**src/rtl/ppd_pkg.sv**
```systemverilog
// ----------------------------------------------------------------------------
// ppd_pkg
// shared types and constants of the polyline point densifier
// ----------------------------------------------------------------------------
package ppd_pkg;

    localparam int CoordW     = 32;
    localparam int LevelW     = 16;
    localparam int SpacingW   = 31;
    localparam int MaxInserts = 63;
    localparam logic [SpacingW-1:0] SpacingReset = 31'd65536;

    localparam int MagW  = 33;
    localparam int SqW   = 68;
    localparam int RootW = 35;
    localparam int DenW  = 36;
    localparam int NumW  = 72;

    localparam int CfgAddrW = 1;
    localparam logic [CfgAddrW-1:0] RegMinSpacing = 1'b0;

    typedef struct packed {
        logic [CoordW-1:0] x;
        logic [CoordW-1:0] y;
        logic [CoordW-1:0] z;
        logic [LevelW-1:0] level;
        logic              starts_line;
    } point_t;

    typedef struct packed {
        logic [CoordW-1:0] x;
        logic [CoordW-1:0] y;
        logic [CoordW-1:0] z;
        logic [LevelW-1:0] level;
        logic              is_inserted;
        logic              truncated;
        logic              last_of_run;
    } result_t;

    // job handed from front to back: previous point, new point, mode
    typedef struct packed {
        point_t prev;
        point_t cur;
        logic   pass;
    } job_t;

endpackage

```
**src/rtl/ppd_front.sv**
```systemverilog
// ----------------------------------------------------------------------------
// ppd_front
// accepts points, tracks the previous point and queues segment jobs
// ----------------------------------------------------------------------------
module ppd_front
    import ppd_pkg::*;
(
    input  logic   clk,
    input  logic   rst_n,
    input  logic   in_valid,
    output logic   in_ready,
    input  point_t in_data,
    output logic   job_valid,
    input  logic   job_ready,
    output job_t   job_data
);

    job_t   q_reg [2];
    logic   wp_reg, rp_reg;
    logic [1:0] cnt_reg;
    point_t prev_reg;
    logic   have_reg;
    logic   push, pop;

    assign in_ready  = (cnt_reg != 2'd2);
    assign push      = in_valid && in_ready;
    assign job_valid = (cnt_reg != 2'd0);
    assign pop       = job_valid && job_ready;
    assign job_data  = q_reg[rp_reg];

    always_ff @(posedge clk or negedge rst_n)
    begin
        if (!rst_n)
        begin
            wp_reg   <= 1'b0;
            rp_reg   <= 1'b0;
            cnt_reg  <= 2'd0;
            have_reg <= 1'b0;
            prev_reg <= '0;
        end
        else
        begin
            if (push)
            begin
                q_reg[wp_reg].prev <= prev_reg;
                q_reg[wp_reg].cur  <= in_data;
                q_reg[wp_reg].pass <= !have_reg || in_data.starts_line;
                wp_reg   <= !wp_reg;
                prev_reg <= in_data;
                have_reg <= 1'b1;
            end
            if (pop)
                rp_reg <= !rp_reg;
            cnt_reg <= cnt_reg + {1'b0, push} - {1'b0, pop};
        end
    end

endmodule

```
**config.mk**
```make
export PLATFORM = sky130hd
export DESIGN_NAME = ppd_front
export DESIGN_NICKNAME = d
export VERILOG_FILES = /design/src/rtl/ppd_pkg.sv /design/src/rtl/ppd_front.sv
export SDC_FILE = /design/constraint.sdc
export NUM_CORES = 1
export LEC_CHECK = 0
export ABC_AREA = 0
export BUFFER_PORTS_ARGS = -buffer_cell sky130_fd_sc_hd__buf_2
export CAP_MARGIN = 20
export CORE_ASPECT_RATIO = 1.5
export CORE_UTILIZATION = 28
export CTS_CLUSTER_DIAMETER = 150
export DETAILED_ROUTE_END_ITERATION = 12
export GPL_ROUTABILITY_DRIVEN = 0
export MAX_ROUTING_LAYER = met4
export PLACE_DENSITY_LB_ADDON = 0.2
export SYNTH_ARGS = -nofsm -noshare
export SYNTH_HDL_FRONTEND = slang
export SYNTH_SLANG_ARGS = --single-unit
```
**constraint.sdc**
```tcl
create_clock -name clk -period 21.5 [get_ports clk]
set_input_delay 0 -clock clk [delete_from_list [all_inputs] [get_ports clk]]
set_output_delay 0 -clock clk [all_outputs]
set_load 0.02 [all_outputs]
```
# Word level (Yosys, flattened, before mapping)
# Memories as Yosys holds them, arrays and structs flattened.
# Cells that the tools add are included.
[op_classes]
n_addsub = 2
n_eq_ne = 1
mux = 2
n_reduce_logical = 8
[ops]
columns = ["operator", "count"]
rows = [
  ["$logic_and 1x1->1", 3],
  ["$logic_not 1->1", 3],
  ["$add 2x1->2", 1],
  ["$mux 1", 2],
  ["$ne 2x2->1 const B", 1],
  ["$reduce_bool 2->1", 1],
  ["$sub 2x1->2", 1],
  ["$logic_or 1x1->1", 1],
]
[totals]
ff_bits = 118
ram_bits = 454
in_bits = 117
out_inout_bits = 229
elab_cells = 23
memories = 1
[mem_list]
columns = ["memory", "depth", "word_bits", "read_ports", "rd_clocked_by_memory_dff", "write_ports", "line", "rtl"]
rows = [
  ["q_reg", 2, 227, 1, 0, 1, "ppd_front.sv:18", "job_t q_reg [2];"],
]

# Longest topological paths before layout
[depth]
depth_word = 5
mapped_depth = 10
depth_no_buf = 8

# Worst setup path after synthesis
# Ideal clock, no wire load.
[synth_path]
path_type = "reg-to-reg"
startpoint = "reg cnt_reg[1]"
endpoint = "mem q_reg[0][0] (netlist bit) (enable)"
setup_time_ns = 1.137
arrival_time_ns = 17.331
required_time_ns = 20.363
path_slack_ns = 3.032
stages_incl_launch_ff = 7
path_buffers = 2
period_less_slack_ns = 18.468
path_cell_list = "dfrtp_1 nand2b_1 and2_1 buf_6 buf_8 inv_2 nor3b_1"
[synth_between]
elab_chain_cells = 5
[synth_lines]
columns = ["item", "line", "rtl"]
rows = [
  ["start, declared", "ppd_front.sv:20", "logic [1:0] cnt_reg;"],
  ["start signal, assigned", "ppd_front.sv:54", "cnt_reg <= cnt_reg + {1'b0, push} - {1'b0, pop};"],
  ["$ne 2x2->1", "ppd_front.sv:25", "assign in_ready = (cnt_reg != 2'd2);"],
  ["via in_ready", "ppd_front.sv:11", "output logic in_ready,"],
  ["$logic_and 1x1->1", "ppd_front.sv:26", "assign push = in_valid && in_ready;"],
  ["$mux 1", "ppd_front.sv:43", "if (push)"],
  ["$logic_and 1x1->1 (not written as such)", "ppd_front.sv:47", "q_reg[wp_reg].pass <= !have_reg || in_data.starts_line;"],
  ["$mux 1 (not written as such)", "ppd_front.sv:47", ""],
  ["end, declared", "ppd_front.sv:18", ""],
]
# The timed path passes the listed nets, and every way through them passes these cells.

==> flow_metrics.tcl <==
set metrics [dict create \
    worstPathArrival_ps 4060 \
    r2r_cells 5 \
    netlist.area_leader.share_pct 64.9 \
    end_kind "output port" \
    start_util_pct 28.4 \
    syn_nets 1085 \
    synth_cell_types 18 \
    synthCells 966 \
    clock_sinks 572 \
    cts_root_buf "clkbuf_16" \
    overflow 0 \
    grt_pass1_wl_um 67000 \
    final_common_cell "edfxtp_1" \
    cts_buffers 57 \
    drv_slew 0 \
    core_um2 74000 \
    firstDrtPassIters 4 \
    nNetsFinal 1580 \
    wl_per_cell_um 18.2 \
    cp-start-kind "register" \
    final_layout_size_suffix_gt1_share_pct 52.2 \
    hold_path.class "in -> reg" \
    worst_pin_slew_ps 1270 \
    busiest_layer "met2" \
    clock_latency_ps 600 \
    cp_data_required_time_ps 21500 \
    cts_resized 0 \
    grt_max_degree 160 \
    cts_tree "built" \
    antenna_found_initial 1 \
    power-per-cell-area_nw_per_um2 133 \
    yosysWarningCount 0 \
    yosys.area.top_type "edfxtp_1" \
    hold_viol_final 0 \
    holdPathStages 2 \
    ir_drop_mv 0.0887 \
    crit_path_max_fanout 71 \
    clock_skew_ps 11.5 \
    cts_max_level 2 \
    drv_cap 0 \
    synth.area.top_cells "edfxtp_1, mux2_2, dfrtp_1, mux2_4, buf_2" \
    ys_seq_elements 572 \
    max-clock-path-buffers 3 \
    setup_tns_ps 0 \
    dp_hpwl_um 26400 \
    grt.met3_usage_pct 3.18 \
    drt_iter0_drc 406 \
    die_h_um 337 \
    criticalPathCategory "reg -> out" \
    rsz0062_at_grt "no" \
    p_leak_nw 9.93 \
    io-pin-count 346 \
    wirelength_um 45500 \
    area_growth_pct 27.8 \
    die_area_um2 76100 \
    fin_ws_ps 17440 \
    viasPerCell 4.15 \
    chipWidth_um 226 \
    vias 10400 \
    outcome "complete, no violations" \
    final_cell_mix "edfxtp_1, buf_2, mux2_2" \
    max_freq_mhz 246 \
    slew_headroom_pct 15.5 \
    grt_util_met2_pct 19.5 \
    grt.total_usage_pct 12.0 \
    clk_pin_slew_worst_paths_ps 60 \
    min_period_ps 4060 \
    drc 0 \
    rows 122 \
    setup_viol 0 \
    place_ws_ps 17470 \
    use_met1_pct 14.5 \
    syn_area_um2 21000 \
    drtAntennaViolNets 0 \
    port-buffer-count 345 \
    grt_pass1_vias 10900 \
    fillCellCount 6951 \
    synth_seq_area_share_pct 79.0 \
    postSynthAreaPerCell_um2 21.7 \
    largest_reg_flops 454 \
    period_share_pct 18.9 \
]
[logic make-up after synthesis]
group,Yosys count,share of synthesized area (%)
muxes,340,19.3
adders and majority gates,2,0.119
DFF,572,79.0
buffers and inverters,40,1.19
xor gates and xnor gates,4,0.167
and+or+nand+nor,8,0.244
[per-stage QoR]
step	hold WS [ps]	power, mW	instance area (um^2)	utilization [%]	std cells
after CTS	64.3	3.64	26800	36.2	2501
final	124	3.56	26800	36.2	2503
after detailed placement	-17.3	2.64	23800	32.2	2277
after global placement	-20.9	2.62	23800	32.2	2277
after floorplan	-296	2.34	21000	-	966
after global routing	89.1	3.74	26800	36.2	2502
[worst max-delay path, cell delays in order (launching register included)]
cell and delay (ps):
dfrtp_4 950, buf_4 840, buf_4 900, mux2_2 440
buf_2 160
[path summary, 6_finish.rpt]
check / slack (ps) / to / from
max: 17440 / job_data[138] / rp_reg$_DFFE_PN0P_
min: 120 / q_reg[0][113]$_DFFE_PP_ / in_data[112]
max reg2reg: 17670 / q_reg[1][138]$_DFFE_PP_ / cnt_reg[1]$_DFF_PN0_
min reg2reg: 460 / q_reg[0][135]$_DFFE_PP_ / prev_reg[21]$_DFFE_PN0P_
max in group asynchronous: 20270 / prev_reg[16]$_DFFE_PN0P_ / rst_n
min in group asynchronous: 530 / prev_reg[112]$_DFFE_PN0P_ / rst_n
[power breakdown]
group / internal, mW / leakage (nW) / total, mW / switching (mW)
registers: 1.49 / 5.52 / 1.60 / 0.114
logic: 0.439 / 3.54 / 1.00 / 0.565
clock network: 0.544 / 0.874 / 0.960 / 0.417
[area by class of cell]
class | count | area, um^2 | area share, %
clock inverters | 28 | 236 | 0.881
flip-flops and latches | 572 | 16600 | 61.8
well taps | 992 | 1240 | 4.62
repair buffers | 474 | 3020 | 11.3
clock buffers | 79 | 1560 | 5.81
multi-input cells | 354 | 4170 | 15.6
inverters | 2 | 7.51 | 0.0280
diodes | 2 | 5.00 | 0.0186
[synth_stat cells]
| cell type | n |
|---|---|
| edfxtp_1 | 454 |
| mux2_2 | 281 |
| dfrtp_1 | 118 |
| mux2_4 | 59 |
| buf_2 | 28 |
| buf_6 | 7 |
| nand2b_1 | 3 |
| xnor2_1 | 3 |
| and2_1 | 2 |
| clkbuf_1 | 2 |
| ha_1 | 2 |
| and3_1 | 1 |
| buf_8 | 1 |
| inv_1 | 1 |
| inv_2 | 1 |
| nor3b_1 | 1 |
| or2_2 | 1 |
| xor2_1 | 1 |
[metal layers]
metal | vias to the layer above | share of wire, %
li1 | 4734 | -
met1 | 5301 | 43
met2 | 277 | 49
met3 | 66 | 6.0
met4 | 0 | 2.6
met5 | - | 0
[what timing repair did]
item / in CTS / in global routing
hold buffers: 117 / 0
endpoints found under the hold margin: 433 / 0
setup buffers: 0 / 0
Power figures use the tool's default switching activity.
